**src/hdl/serial_bank_mapper_mmc1_defines.svh**
```systemverilog
// ---------------------------------------------------------------------------
// Serial bank mapper assertion macros
// Checks are compiled for simulation and removed for synthesis.
// ---------------------------------------------------------------------------
`ifndef SERIAL_BANK_MAPPER_MMC1_DEFINES_SVH
`define SERIAL_BANK_MAPPER_MMC1_DEFINES_SVH

`ifndef SYNTHESIS

// Check a property on every clock edge outside reset.
`define SBM_ASSERT(lbl, prop) \
  lbl: assert property (@(posedge clk) disable iff (!rst_n) prop) \
    else $error("sbm check failed");

// Check a property on every clock edge, reset included.
`define SBM_ASSERT_RST(lbl, prop) \
  lbl: assert property (@(posedge clk) prop) \
    else $error("sbm reset check failed");

`else

`define SBM_ASSERT(lbl, prop)
`define SBM_ASSERT_RST(lbl, prop)

`endif

`endif

```
**src/hdl/sbm_pkg.sv**
```systemverilog
// ---------------------------------------------------------------------------
// Serial bank mapper package
// Field widths, access codes and the bank state bundle.
// ---------------------------------------------------------------------------
package sbm_pkg;

  localparam int REQ_W    = 2;
  localparam int ADDR_W   = 16;
  localparam int DATA_W   = 8;
  localparam int TGT_W    = 2;
  localparam int MADDR_W  = 18;
  localparam int MIRROR_W = 2;
  localparam int CFG_W    = 5;
  localparam int SHIFT_W  = 5;
  localparam int CNT_W    = 3;
  localparam int PRG_W    = 4;
  localparam int CHR_W    = 5;

  localparam logic [CNT_W-1:0]    SHIFT_LAST       = 3'd4;
  localparam logic [CFG_W-1:0]    PRG_BANKS_RESET  = 5'd16;
  localparam logic [MIRROR_W-1:0] MIRROR_RESET     = 2'd2;

  typedef enum logic [REQ_W-1:0] {
    REQ_CPU_RD = 2'd0,
    REQ_CPU_WR = 2'd1,
    REQ_PPU_RD = 2'd2,
    REQ_PPU_WR = 2'd3
  } req_type_t;

  typedef enum logic [TGT_W-1:0] {
    TGT_PRG_RAM = 2'd0,
    TGT_PRG_ROM = 2'd1,
    TGT_CHR     = 2'd2,
    TGT_REG     = 2'd3
  } target_t;

  // Register picked by address bits 14..13 of the fifth serial write.
  typedef enum logic [1:0] {
    SEL_CONTROL = 2'd0,
    SEL_CHR0    = 2'd1,
    SEL_CHR1    = 2'd2,
    SEL_PRG     = 2'd3
  } reg_sel_t;

  typedef enum logic {
    CFG_PRG_ROM_BANKS = 1'b0,
    CFG_INIT_MIRROR   = 1'b1
  } cfg_idx_t;

  typedef struct packed {
    logic [MIRROR_W-1:0] mirror;
    logic                slot_high;
    logic                prg_32k;
    logic                chr_4k;
    logic [CHR_W-1:0]    chr_lo;
    logic [CHR_W-1:0]    chr_hi;
    logic [PRG_W-1:0]    prg_bank;
    logic [PRG_W-1:0]    last_bank;
  } bank_state_t;

  typedef struct packed {
    logic     en;
    logic     reset_shift;
    logic     bit_in;
    reg_sel_t sel;
  } map_wr_t;

endpackage

```
**src/hdl/sbm_if.sv**
```systemverilog
// ---------------------------------------------------------------------------
// Serial bank mapper channels
// Access request channel and mapped result channel, valid/ready handshake.
// ---------------------------------------------------------------------------
interface sbm_req_if;
  import sbm_pkg::*;

  logic              valid;
  logic              ready;
  logic [REQ_W-1:0]  req_type;
  logic [ADDR_W-1:0] address;
  logic [DATA_W-1:0] write_data;

  modport source (output valid, output req_type, output address, output write_data,
                  input ready);
  modport sink   (input valid, input req_type, input address, input write_data,
                  output ready);
endinterface

interface sbm_rsp_if;
  import sbm_pkg::*;

  logic                valid;
  logic                ready;
  logic [TGT_W-1:0]    target;
  logic [MADDR_W-1:0]  mapped_address;
  logic                write_strobe;
  logic [MIRROR_W-1:0] mirroring;

  modport source (output valid, output target, output mapped_address,
                  output write_strobe, output mirroring, input ready);
  modport sink   (input valid, input target, input mapped_address,
                  input write_strobe, input mirroring, output ready);
endinterface

```
**src/hdl/sbm_map.sv**
```systemverilog
// ---------------------------------------------------------------------------
// Serial bank mapper address decode
// Map one access to target memory, byte offset and strobe; form mapper writes.
// ---------------------------------------------------------------------------
module sbm_map (
  input  logic [sbm_pkg::REQ_W-1:0]   req_type,
  input  logic [sbm_pkg::ADDR_W-1:0]  address,
  input  logic [sbm_pkg::DATA_W-1:0]  write_data,
  input  sbm_pkg::bank_state_t        bank,
  output sbm_pkg::target_t            target,
  output logic [sbm_pkg::MADDR_W-1:0] mapped_address,
  output logic                        write_strobe,
  output sbm_pkg::map_wr_t            wr
);
  import sbm_pkg::*;

  req_type_t          req;
  logic [MADDR_W-1:0] prg_addr;
  logic [MADDR_W-1:0] chr_addr;

  assign req = req_type_t'(req_type);

  // PRG ROM: 32K mode drops bank bit 0; 16K mode fixes one slot.
  always_comb begin
    if (bank.prg_32k) begin
      prg_addr = {bank.prg_bank[PRG_W-1:1], address[14:0]};
    end else if (!address[14]) begin
      prg_addr = bank.slot_high ? {bank.prg_bank, address[13:0]}
                                : {{PRG_W{1'b0}}, address[13:0]};
    end else begin
      prg_addr = bank.slot_high ? {bank.last_bank, address[13:0]}
                                : {bank.prg_bank, address[13:0]};
    end
  end

  // CHR: two 4K banks or one 8K bank.
  always_comb begin
    if (bank.chr_4k) begin
      chr_addr = address[12] ? {1'b0, bank.chr_hi, address[11:0]}
                             : {1'b0, bank.chr_lo, address[11:0]};
    end else begin
      chr_addr = {1'b0, bank.chr_lo[CHR_W-1:1], address[12:0]};
    end
  end

  always_comb begin
    target         = TGT_PRG_RAM;
    mapped_address = '0;
    write_strobe   = 1'b0;
    wr.en          = 1'b0;
    wr.reset_shift = write_data[7];
    wr.bit_in      = write_data[0];
    wr.sel         = reg_sel_t'(address[14:13]);
    unique case (req)
      REQ_CPU_RD, REQ_CPU_WR: begin
        if (!address[15]) begin
          target         = TGT_PRG_RAM;
          mapped_address = {5'd0, address[12:0]};
          write_strobe   = (req == REQ_CPU_WR);
        end else if (req == REQ_CPU_RD) begin
          target         = TGT_PRG_ROM;
          mapped_address = prg_addr;
        end else begin
          target = TGT_REG;
          wr.en  = 1'b1;
        end
      end
      REQ_PPU_RD, REQ_PPU_WR: begin
        target         = TGT_CHR;
        mapped_address = chr_addr;
        write_strobe   = (req == REQ_PPU_WR);
      end
      default: begin
        target = TGT_PRG_RAM;
      end
    endcase
  end

endmodule

```
**src/hdl/sbm_state.sv**
```systemverilog
// ---------------------------------------------------------------------------
// Serial bank mapper state
// Configuration, five-bit serial load and the bank registers it fills.
// ---------------------------------------------------------------------------
`include "serial_bank_mapper_mmc1_defines.svh"

module sbm_state (
  input  logic                         clk,
  input  logic                         rst_n,
  input  logic                         cfg_wr_en,
  input  logic                         cfg_index,
  input  logic [sbm_pkg::CFG_W-1:0]    cfg_wr_data,
  input  logic                         commit,
  input  sbm_pkg::map_wr_t             wr,
  output sbm_pkg::bank_state_t         bank,
  output logic [sbm_pkg::MIRROR_W-1:0] mirror_nxt
);
  import sbm_pkg::*;

  logic [CFG_W-1:0]    prg_rom_banks_r;
  logic [SHIFT_W-1:0]  shift_bits_r, shift_bits_nxt;
  logic [CNT_W-1:0]    shift_count_r, shift_count_nxt;
  logic [MIRROR_W-1:0] mirror_r;
  logic                slot_high_r, slot_high_nxt;
  logic                prg_32k_r, prg_32k_nxt;
  logic                chr_4k_r, chr_4k_nxt;
  logic [CHR_W-1:0]    chr_lo_r, chr_lo_nxt;
  logic [CHR_W-1:0]    chr_hi_r, chr_hi_nxt;
  logic [PRG_W-1:0]    prg_bank_r, prg_bank_nxt;
  logic [SHIFT_W-1:0]  shifted;
  logic [CFG_W-1:0]    last_full;

  assign shifted   = shift_bits_r | (SHIFT_W'(wr.bit_in) << shift_count_r);
  assign last_full = prg_rom_banks_r - 5'd1;

  always_comb begin
    shift_bits_nxt  = shift_bits_r;
    shift_count_nxt = shift_count_r;
    mirror_nxt      = mirror_r;
    slot_high_nxt   = slot_high_r;
    prg_32k_nxt     = prg_32k_r;
    chr_4k_nxt      = chr_4k_r;
    chr_lo_nxt      = chr_lo_r;
    chr_hi_nxt      = chr_hi_r;
    prg_bank_nxt    = prg_bank_r;
    if (commit && wr.en) begin
      if (wr.reset_shift) begin
        shift_bits_nxt  = '0;
        shift_count_nxt = '0;
        prg_32k_nxt     = 1'b0;
        slot_high_nxt   = 1'b1;
      end else if (shift_count_r == SHIFT_LAST) begin
        // fifth bit: load the selected register and restart the shift
        shift_bits_nxt  = '0;
        shift_count_nxt = '0;
        unique case (wr.sel)
          SEL_CONTROL: begin
            mirror_nxt    = shifted[1:0];
            slot_high_nxt = shifted[2];
            prg_32k_nxt   = !shifted[3];
            chr_4k_nxt    = shifted[4];
          end
          SEL_CHR0: chr_lo_nxt   = shifted;
          SEL_CHR1: chr_hi_nxt   = shifted;
          SEL_PRG:  prg_bank_nxt = shifted[PRG_W-1:0];
          default:  prg_bank_nxt = prg_bank_r;
        endcase
      end else begin
        shift_bits_nxt  = shifted;
        shift_count_nxt = shift_count_r + 3'd1;
      end
    end else if (cfg_wr_en && cfg_idx_t'(cfg_index) == CFG_INIT_MIRROR) begin
      mirror_nxt = cfg_wr_data[MIRROR_W-1:0];
    end
  end

  always_ff @(posedge clk) begin
    if (!rst_n) begin
      prg_rom_banks_r <= PRG_BANKS_RESET;
      shift_bits_r    <= '0;
      shift_count_r   <= '0;
      mirror_r        <= MIRROR_RESET;
      slot_high_r     <= 1'b1;
      prg_32k_r       <= 1'b0;
      chr_4k_r        <= 1'b0;
      chr_lo_r        <= '0;
      chr_hi_r        <= '0;
      prg_bank_r      <= '0;
    end else begin
      if (cfg_wr_en && cfg_idx_t'(cfg_index) == CFG_PRG_ROM_BANKS) begin
        prg_rom_banks_r <= cfg_wr_data;
      end
      shift_bits_r  <= shift_bits_nxt;
      shift_count_r <= shift_count_nxt;
      mirror_r      <= mirror_nxt;
      slot_high_r   <= slot_high_nxt;
      prg_32k_r     <= prg_32k_nxt;
      chr_4k_r      <= chr_4k_nxt;
      chr_lo_r      <= chr_lo_nxt;
      chr_hi_r      <= chr_hi_nxt;
      prg_bank_r    <= prg_bank_nxt;
    end
  end

  assign bank.mirror    = mirror_r;
  assign bank.slot_high = slot_high_r;
  assign bank.prg_32k   = prg_32k_r;
  assign bank.chr_4k    = chr_4k_r;
  assign bank.chr_lo    = chr_lo_r;
  assign bank.chr_hi    = chr_hi_r;
  assign bank.prg_bank  = prg_bank_r;
  assign bank.last_bank = last_full[PRG_W-1:0];

  `SBM_ASSERT(a_cnt_range, shift_count_r <= SHIFT_LAST)
  `SBM_ASSERT(a_clear,
              commit && wr.en && wr.reset_shift
              |=> shift_count_r == '0 && slot_high_r && !prg_32k_r)
  `SBM_ASSERT(a_load_restart,
              commit && wr.en && !wr.reset_shift && shift_count_r == SHIFT_LAST
              |=> shift_bits_r == '0 && shift_count_r == '0)

endmodule

```
**src/hdl/serial_bank_mapper_mmc1.sv**
```systemverilog
// ---------------------------------------------------------------------------
// Serial bank mapper, top level
// Input register, address decode with serial register load, result register.
// ---------------------------------------------------------------------------
//  port      dir   handshake     payload
//  in_ch     in    valid/ready   req_type, address, write_data
//  out_ch    out   valid/ready   target, mapped_address, write_strobe, mirroring
//  cfg_*     in    cfg_wr_en     cfg_index, cfg_wr_data (no read-back)
//
//  One item per cycle sustained while out_ch.ready holds; each item passes
//  the input register, then decode and mapper state update into the result
//  register. Reset is synchronous; there is no clearing pass.
//  A stalled result holds in the result register; one more item waits in the
//  input register, then in_ch.ready drops until out_ch.ready returns.
// ---------------------------------------------------------------------------
`include "serial_bank_mapper_mmc1_defines.svh"

module serial_bank_mapper_mmc1 (
  input  logic                      clk,
  input  logic                      rst_n,
  input  logic                      cfg_wr_en,
  input  logic                      cfg_index,
  input  logic [sbm_pkg::CFG_W-1:0] cfg_wr_data,
  sbm_req_if.sink                   in_ch,
  sbm_rsp_if.source                 out_ch
);
  import sbm_pkg::*;

  // input register
  logic              s1_valid_r;
  logic [REQ_W-1:0]  s1_req_r;
  logic [ADDR_W-1:0] s1_addr_r;
  logic [DATA_W-1:0] s1_data_r;

  // result register
  logic                out_valid_r;
  logic [TGT_W-1:0]    out_target_r;
  logic [MADDR_W-1:0]  out_maddr_r;
  logic                out_strobe_r;
  logic [MIRROR_W-1:0] out_mirror_r;

  logic                advance;
  bank_state_t         bank;
  map_wr_t             wr;
  target_t             map_target;
  logic [MADDR_W-1:0]  map_maddr;
  logic                map_strobe;
  logic [MIRROR_W-1:0] mirror_nxt;

  // Advance the held item when the result slot is empty or being drained.
  assign advance     = s1_valid_r && (!out_valid_r || out_ch.ready);
  assign in_ch.ready = !s1_valid_r || advance;

  always_ff @(posedge clk) begin
    if (!rst_n) begin
      s1_valid_r <= 1'b0;
    end else if (in_ch.ready) begin
      s1_valid_r <= in_ch.valid;
    end
  end

  always_ff @(posedge clk) begin
    if (in_ch.valid && in_ch.ready) begin
      s1_req_r  <= in_ch.req_type;
      s1_addr_r <= in_ch.address;
      s1_data_r <= in_ch.write_data;
    end
  end

  // Decode against the bank state as it stands before this item.
  sbm_map u_map (
    .req_type       (s1_req_r),
    .address        (s1_addr_r),
    .write_data     (s1_data_r),
    .bank           (bank),
    .target         (map_target),
    .mapped_address (map_maddr),
    .write_strobe   (map_strobe),
    .wr             (wr)
  );

  // Commit the mapper write as the item moves into the result register.
  sbm_state u_state (
    .clk         (clk),
    .rst_n       (rst_n),
    .cfg_wr_en   (cfg_wr_en),
    .cfg_index   (cfg_index),
    .cfg_wr_data (cfg_wr_data),
    .commit      (advance),
    .wr          (wr),
    .bank        (bank),
    .mirror_nxt  (mirror_nxt)
  );

  always_ff @(posedge clk) begin
    if (!rst_n) begin
      out_valid_r <= 1'b0;
    end else if (advance) begin
      out_valid_r <= 1'b1;
    end else if (out_ch.ready) begin
      out_valid_r <= 1'b0;
    end
  end

  // Mirroring reported is the value after this item's mapper write.
  always_ff @(posedge clk) begin
    if (advance) begin
      out_target_r <= map_target;
      out_maddr_r  <= map_maddr;
      out_strobe_r <= map_strobe;
      out_mirror_r <= mirror_nxt;
    end
  end

  assign out_ch.valid          = out_valid_r;
  assign out_ch.target         = out_target_r;
  assign out_ch.mapped_address = out_maddr_r;
  assign out_ch.write_strobe   = out_strobe_r;
  assign out_ch.mirroring      = out_mirror_r;

  `SBM_ASSERT(a_adv_fills, advance |=> out_valid_r)
  `SBM_ASSERT(a_reg_quiet,
              out_valid_r && out_target_r == TGT_REG |-> out_maddr_r == '0 && !out_strobe_r)
  `SBM_ASSERT_RST(a_rst_empty, !rst_n |=> !out_valid_r && !s1_valid_r)

endmodule
```
**src/flat_wrapper.sv**
```systemverilog
// flat-port wrapper written by rule: the top's interface ports become plain ports
module serial_bank_mapper_mmc1_flat import sbm_pkg::*;
  (clk, rst_n, cfg_wr_en, cfg_index, cfg_wr_data, in_ch_valid, in_ch_req_type, in_ch_address, in_ch_write_data, in_ch_ready, out_ch_valid, out_ch_target, out_ch_mapped_address, out_ch_write_strobe, out_ch_mirroring, out_ch_ready);
  sbm_req_if in_ch_i ();
  sbm_rsp_if out_ch_i ();
  input  logic clk;
  input  logic rst_n;
  input  logic cfg_wr_en;
  input  logic cfg_index;
  input  logic [sbm_pkg::CFG_W-1:0] cfg_wr_data;
  input wire logic [$bits(in_ch_i.valid)-1:0] in_ch_valid;
  input wire logic [$bits(in_ch_i.req_type)-1:0] in_ch_req_type;
  input wire logic [$bits(in_ch_i.address)-1:0] in_ch_address;
  input wire logic [$bits(in_ch_i.write_data)-1:0] in_ch_write_data;
  output wire logic [$bits(in_ch_i.ready)-1:0] in_ch_ready;
  output wire logic [$bits(out_ch_i.valid)-1:0] out_ch_valid;
  output wire logic [$bits(out_ch_i.target)-1:0] out_ch_target;
  output wire logic [$bits(out_ch_i.mapped_address)-1:0] out_ch_mapped_address;
  output wire logic [$bits(out_ch_i.write_strobe)-1:0] out_ch_write_strobe;
  output wire logic [$bits(out_ch_i.mirroring)-1:0] out_ch_mirroring;
  input wire logic [$bits(out_ch_i.ready)-1:0] out_ch_ready;
  assign in_ch_i.valid = in_ch_valid;
  assign in_ch_i.req_type = in_ch_req_type;
  assign in_ch_i.address = in_ch_address;
  assign in_ch_i.write_data = in_ch_write_data;
  assign in_ch_ready = in_ch_i.ready;
  assign out_ch_valid = out_ch_i.valid;
  assign out_ch_target = out_ch_i.target;
  assign out_ch_mapped_address = out_ch_i.mapped_address;
  assign out_ch_write_strobe = out_ch_i.write_strobe;
  assign out_ch_mirroring = out_ch_i.mirroring;
  assign out_ch_i.ready = out_ch_ready;
  serial_bank_mapper_mmc1 u_core (.clk(clk), .rst_n(rst_n), .cfg_wr_en(cfg_wr_en), .cfg_index(cfg_index), .cfg_wr_data(cfg_wr_data), .in_ch(in_ch_i), .out_ch(out_ch_i));
endmodule
```
**config.mk**
```make
export PLATFORM = sky130hd
export DESIGN_NAME = serial_bank_mapper_mmc1_flat
export DESIGN_NICKNAME = d
export VERILOG_FILES = /design/src/hdl/sbm_pkg.sv /design/src/hdl/sbm_if.sv /design/src/hdl/sbm_map.sv /design/src/hdl/sbm_state.sv /design/src/hdl/serial_bank_mapper_mmc1.sv /design/src/flat_wrapper.sv
export VERILOG_INCLUDE_DIRS = /design/src /design/src/hdl
export SDC_FILE = /design/constraint.sdc
export NUM_CORES = 1
export LEC_CHECK = 0
export BUFFER_PORTS_ARGS = -buffer_cell sky130_fd_sc_hd__buf_2
export CAP_MARGIN = 30
export CORE_UTILIZATION = 50
export DETAILED_ROUTE_END_ITERATION = 7
export GPL_TIMING_DRIVEN = 0
export HOLD_SLACK_MARGIN = 0.02
export PLACE_DENSITY_LB_ADDON = 0.15
export SLEW_MARGIN = 10
export SYNTH_ARGS = -nofsm -noshare
export SYNTH_HDL_FRONTEND = slang
export SYNTH_SLANG_ARGS = --single-unit
```
**constraint.sdc**
```tcl
create_clock -name clk -period 2.4 [get_ports clk]
set_input_delay 0.36 -clock clk [delete_from_list [all_inputs] [get_ports clk]]
set_output_delay 0.36 -clock clk [all_outputs]
set_load 0.02 [all_outputs]
```
# ---- Word-level counts from Yosys, hierarchy flattened
# Index checks and enable logic that the tools add are counted.
dict set report classes {
  n_eq_ne 7
  add_sub_neg 2
  bitwise 3
  n_shift 1
  mux 34
  reduce_logical 22
}
# cell count
set op_table {}
lappend op_table {{$mux W18} 6}
lappend op_table {{$pmux W18 S2} 1}
lappend op_table {{$mux W17} 2}
lappend op_table {{$reduce_and A4 Y1} 4}
lappend op_table {{$mux W2} 7}
lappend op_table {{$mux W1} 12}
lappend op_table {{$mux W5} 2}
lappend op_table {{$eq A2 B2 Y1 const B} 4}
lappend op_table {{$mux W3} 2}
lappend op_table {{$reduce_bool A2 Y1} 3}
lappend op_table {{$logic_and A1 B1 Y1} 5}
lappend op_table {{$or A5 B5 Y5} 1}
lappend op_table {{$shl A1 B3 Y5} 1}
lappend op_table {{$eq A2 B1 Y1 const B} 2}
lappend op_table {{$logic_not A2 Y1} 2}
lappend op_table {{$pmux W2 S2} 1}
lappend op_table {{$reduce_or A2 Y1} 2}
lappend op_table {{$sub A4 B1 Y4 const B} 1}
lappend op_table {{$add A3 B1 Y3 const B} 1}
lappend op_table {{$eq A3 B3 Y1 const B} 1}
lappend op_table {{$logic_not A1 Y1} 3}
lappend op_table {{$reduce_and A3 Y1} 1}
lappend op_table {{$logic_or A1 B1 Y1} 2}
lappend op_table {{$not A1 Y1} 2}
lappend op_table {{$pmux W1 S2} 1}
dict set report totals {
  inputBits 37
  elab_cells 88
  regBits 82
}

# ---- Logic depth before layout (Yosys ltp)
dict set report logic_depth {
  word_depth 7
  ltp_mapped 9
  mapped_depth_nobuf 6
}

# ---- Modules after synthesis
# Synthesis repeated with hierarchy kept, for this count alone.
dict set report unflattened {
  hier_cells 273
  hier_area_um2 3490.8
}
# mod cells_each n_inst area_each_um2
set by_module_without_submodules {}
lappend by_module_without_submodules {serial_bank_mapper_mmc1 58 1 1575.3}
lappend by_module_without_submodules {sbm_state 154 1 1487.7}
lappend by_module_without_submodules {sbm_map 61 1 427.9}

# ---- Worst setup path after synthesis
# No wires, ideal clock.
dict set report synth_path {
  path_type {reg-to-reg}
  from {register u_core.u_state.shift_count_r[0]}
  to {register u_core.out_mirror_r[1], in the netlist u_core.out_ch.mirroring[1] (data pin)}
  t_arrival_ns 1.783
  required_ns 2.139
  stages_incl_launch_ff 9
  path_buffers 2
  slack_ns 0.357
  path_cell_list {dfxtp_1 -> clkbuf_1 -> inv_1 -> ha_1 -> nand3b_1 -> nor4_1 -> clkbuf_1 -> a21oi_1 -> a221o_1}
}
dict set report synth_via {
  elab_chain_cells 6
}
# item line_no
set synth_lines {}
lappend synth_lines {{start, declared} sbm_state.sv:22} ;# logic [CNT_W-1:0] shift_count_r, shift_count_nxt;
lappend synth_lines {{start signal, assigned} sbm_state.sv:94} ;# shift_count_r <= shift_count_nxt;
lappend synth_lines {{$shl A1 B3 Y5} sbm_state.sv:33} ;# assign shifted = shift_bits_r | (SHIFT_W'(wr.bit_in) << shift_count_r);
lappend synth_lines {{$or A5 B5 Y5} sbm_state.sv:33}
lappend synth_lines {{$mux W2} sbm_state.sv:56} ;# unique case (wr.sel)
lappend synth_lines {{$mux W2 *} sbm_state.sv:52} ;# end else if (shift_count_r == SHIFT_LAST) begin
lappend synth_lines {{$mux W2 *} sbm_state.sv:47} ;# if (wr.reset_shift) begin
lappend synth_lines {{$mux W2 *} sbm_state.sv:46} ;# if (commit && wr.en) begin
lappend synth_lines {{net u_core.mirror_nxt[1]} serial_bank_mapper_mmc1.sv:48} ;# logic [MIRROR_W-1:0] mirror_nxt;
lappend synth_lines {{end signal, assigned} serial_bank_mapper_mmc1.sv:111} ;# out_mirror_r <= mirror_nxt;
lappend synth_lines {{end, declared} serial_bank_mapper_mmc1.sv:40} ;# logic [MIRROR_W-1:0] out_mirror_r;
# Mark *: on every way through the listed nets, which the timed path passes. The rest lies on a longest branch.
# A chain may end at the register's enable or synchronous reset.

# ---- Final worst setup path
dict set report layout_path {
  from {register u_core.u_state.shift_count_r[0]}
  to {register u_core.u_state.chr_lo_r[2]}
}
dict set report layout_via {
  elab_chain_cells 2
}
# item line_no
set layout_lines {}
lappend layout_lines {{$eq A3 B3 Y1 or $shl A1 B3 Y5 (tied branches)} {sbm_state.sv:52, sbm_state.sv:33}}
lappend layout_lines {{$reduce_and A4 Y1 (no line) or $or A5 B5 Y5 (tied branches)} --}
lappend layout_lines {{end signal, assigned} sbm_state.sv:99} ;# chr_lo_r <= chr_lo_nxt;
lappend layout_lines {{end, declared} sbm_state.sv:27} ;# logic [CHR_W-1:0] chr_lo_r, chr_lo_nxt;
# Parallel ways exist; a longest one is shown, timed or not.

==> flow_summary.ini <==
[timing]
fin_tns_setup_ns = 0
max_slew_margin_pct = 42.3
finalMaxSlewViolations = 0
worst_pin_slew_ns = 0.866
setup_viol = 0
rsz0062_at_grt = false
fmax_mhz = 455
min_period_over_period_pct = 91.5
hold_violations = 0
min_period_ns = 2.20
skew_ns = 0.0103

[power]
clkPwrFrac_pct = 38.0
p_leak_nw = 1.44
pwr-share-comb_pct = 7.4
p_per_area_nw_per_um2 = 705
swShare_pct = 24.6
seqPwrFrac_pct = 54.6
p_sw_w = 0.000651
vdd_drop_max_mv = 0.437
p_int_w = 0.00200

[yosys]
synth_edf_count = 43
syn-num-nets = 319
synth_compound_area_share_pct = 15.1
synth-seq-area-share_pct = 61.6
synth_mux_area_share_pct = 2.05
synth_most_common_cell = edfxtp_1
synth_ff_type = edfxtp_1
synth_top_area_cell = edfxtp_1
ys_async_sr_fraction_pct = 0
ys_types = 46
synthCells = 279
synth_top_area_share_pct = 40.8
synth_top_family_by_area = simple AND/OR/NAND/NOR gates
synth.cell_area_um2 = 3170
synth-seq-cells = 76
synth.avg_cell_area_um2 = 11.4
synth_adder_area_share_pct = 1.19
yosysWarnings = 0
synth-simple-area-share_pct = 15.5
synthXorXnorAreaFrac_pct = 0.830
synthTopCellsByArea = edfxtp_1 (41%), dfxtp_1 (21%), a21oi_1 (3.6%)
synth_common_cells = edfxtp_1 (43), dfxtp_1 (33), a21oi_1 (23), o21ai_0 (21), nor2_1 (18)

[drt]
vias = 2341
route.detailed.drc = 0
ant_nets = 0
wl_per_cell_um = 14.8
drt-initial-drc-count = 206
via_per_inst = 5.51
drt_wl_total_mm = 6.31
drt_pass1_iterations = 4

[worst_setup_path]
cpPeakStageDelay_ns = 0.44
critical_path.cell_chain = clkbuf_1 -> inv_1 -> ha_1 -> nand3b_1 -> or4_4 -> buf_6 -> clkbuf_1 -> o21ai_0 -> a21oi_1
crit_top_cell = clkbuf_1
critPathTopFamily = buffers and inverters
cp_max_fo = 10
worstPathRequired_ns = 2.61
worst_ep_arrival_time_ns = 2.41
worst_path_max_delay_cell = or4_4
critical_path_buf_inv_count = 4
crit_path_end_kind = flip-flop
crit_type = flip-flop to flip-flop
worstSetupStartpointType = flip-flop

[global_route]
grt-ovfl-total = 0
grt.total_usage_pct = 21.7
grt_pass1_vias = 2233
grt_max_degree = 21
grt_pass1_wl_mm = 10.4
antenna_found_initial = 0

[placement]
dpl_cell_area_um2 = 3550
dp.final_hpwl_mm = 4.44
io_buffers = 54
gp_congestion = 0.802

[finish]
final_layout_size_suffix_gt1_share_pct = 26.0
finish.instance_area_um2 = 3760
diodes = 0
area_growth_pct = 18.8
fillers = 520
finalNetCount = 385

[cts]
cts_root_buffer = clkbuf_8
cts_buffers = 9
insertion_delay_ns = 0.35
clk_pin_slew_ns = 0.08
tritoncts = yes
holdBufCountCts = 0
cts_setup_buffers = 0
numClockSinks = 76
htree_levels = 3
cts.path.max_buffers = 2

[floorplanning]
die_h_um = 81.6
coreArea_um2 = 6030
io_pins = 62
die_area_um2 = 6660
num_rows = 28
initial_core_util_pct = 52.6
die_w_um = 81.6

[job]
cap_violations = 0

[status]
outcome = finished, final reports clean

[min_path]
hold_path_class = input port to flip-flop
==> layer usage <==
| layer | up-vias | GRT usage (%) | share of wire, % |
|---|---|---|---|
| li1 | 1151 | - | - |
| met4 | 0 | 13.0 | 1.9 |
| met1 | 1094 | 25.9 | 44 |
| met5 | - | 0 | 0 |
| met2 | 85 | 35.8 | 49 |
| met3 | 11 | 4.67 | 6.0 |
==> power groups by stage <==
stage / clock [W] / combinational [W] / sequential, W
after global routing: 0.00107 / 0.000219 / 0.00145
after CTS: 0.00102 / 0.000198 / 0.00145
after detailed placement: 0 / 0.000197 / 0.00148
after global placement: 0 / 0.000190 / 0.00148
final: 0.00101 / 0.000197 / 0.00145
after floorplan: 0 / 0.0000969 / 0.00150
==> cells in the final DEF, fill, tap and decap left out, types with 5 or more instances in the layout <==
| master | n |
|---|---|
| clkbuf_8 | 9 |
| o21ai_0 | 19 |
| nand3_1 | 11 |
| nor2b_1 | 9 |
| edfxtp_1 | 43 |
| dfxtp_1 | 33 |
| nor2_1 | 17 |
| nand2_1 | 11 |
| inv_1 | 14 |
| buf_2 | 54 |
| a21oi_1 | 23 |
| nor3_1 | 6 |
| and2_1 | 13 |
| clkbuf_1 | 10 |
| a21o_1 | 5 |
==> worst register-to-register path, stage by stage (launching register included) <==
cell and delay (ns):
dfxtp_1 0.32, clkbuf_1 0.19, inv_1 0.10, ha_1 0.19, nand3b_1 0.15, or4_4 0.44
buf_6 0.15, clkbuf_1 0.22, o21ai_0 0.22, a21oi_1 0.09
==> sequential cells by signal, summed over array words and instances, names as in the netlist, 3 cells and up <==
name	count
u_core.u_state.chr_lo_r	5
u_core.out_ch.mapped_address	18
u_core.u_state.prg_rom_banks_r	4
u_core.u_state.prg_bank_r	4
u_core.s1_addr_r	16
u_core.u_state.chr_hi_r	5
u_core.u_state.shift_count_r	3
u_core.u_state.shift_bits_r	5
==> final timing paths <==
path                                   startpoint                              to  slack [ns]  cells past startpoint
setup / recovery  u_core.u_state.shift_count_r[0]      u_core.u_state.chr_lo_r[2]        0.20                      9
hold / removal                   in_ch_address[3]             u_core.s1_addr_r[3]        0.18                      1
setup reg to reg  u_core.u_state.shift_count_r[0]      u_core.u_state.chr_lo_r[2]        0.20                      9
hold reg to reg    u_core.u_state.shift_bits_r[2]  u_core.u_state.shift_bits_r[2]        0.46                      2
==> cells by family (layout without fill, tap and decap cells) <==
family                     count (synthesis)  count (layout)
and+or+nand+nor                           88              88
AOI/OAI and AO/OA                         76              76
DFF                                       76              76
buffers and inverters                     27              98
muxes                                      6               6
adders and majority gates                  3               3
xor gates and xnor gates                   3               3
==> per-stage QoR <==
stage / std cells / worst slack (ns) / hold WS (ns) / util [%] / total power, W
CTS: 425 / 0.0308 / 0.167 / 62.3 / 0.00267
finish: 425 / 0.204 / 0.178 / 62.4 / 0.00265
detailed placement: 409 / 0.0356 / 0.450 / 58.9 / 0.00167
floorplan: 279 / 0.357 / 0.429 / - / 0.00160
global placement: 408 / -0.0705 / 0.445 / 58.6 / 0.00167
global route: 425 / 0.0309 / 0.164 / 62.4 / 0.00274
==> timing repair <==
item	4_1_cts	5_1_grt
setup endpoints to repair	0	5
resized for setup	0	5
hold endpoints to repair	0	0
==> cell type report <==
cell class | count | area [µm²] | share of cell area, %
tap | 75 | 93.8 | 2.50
clock buffer | 9 | 124 | 3.29
buffer | 13 | 65.1 | 1.73
inverter | 14 | 52.6 | 1.40
sequential | 76 | 1950 | 51.9
timing repair buffer | 55 | 285 | 7.58
clock inverter | 7 | 81.3 | 2.16
multi-input combinational | 176 | 1110 | 29.4
Power figures use the tool's default switching activity.
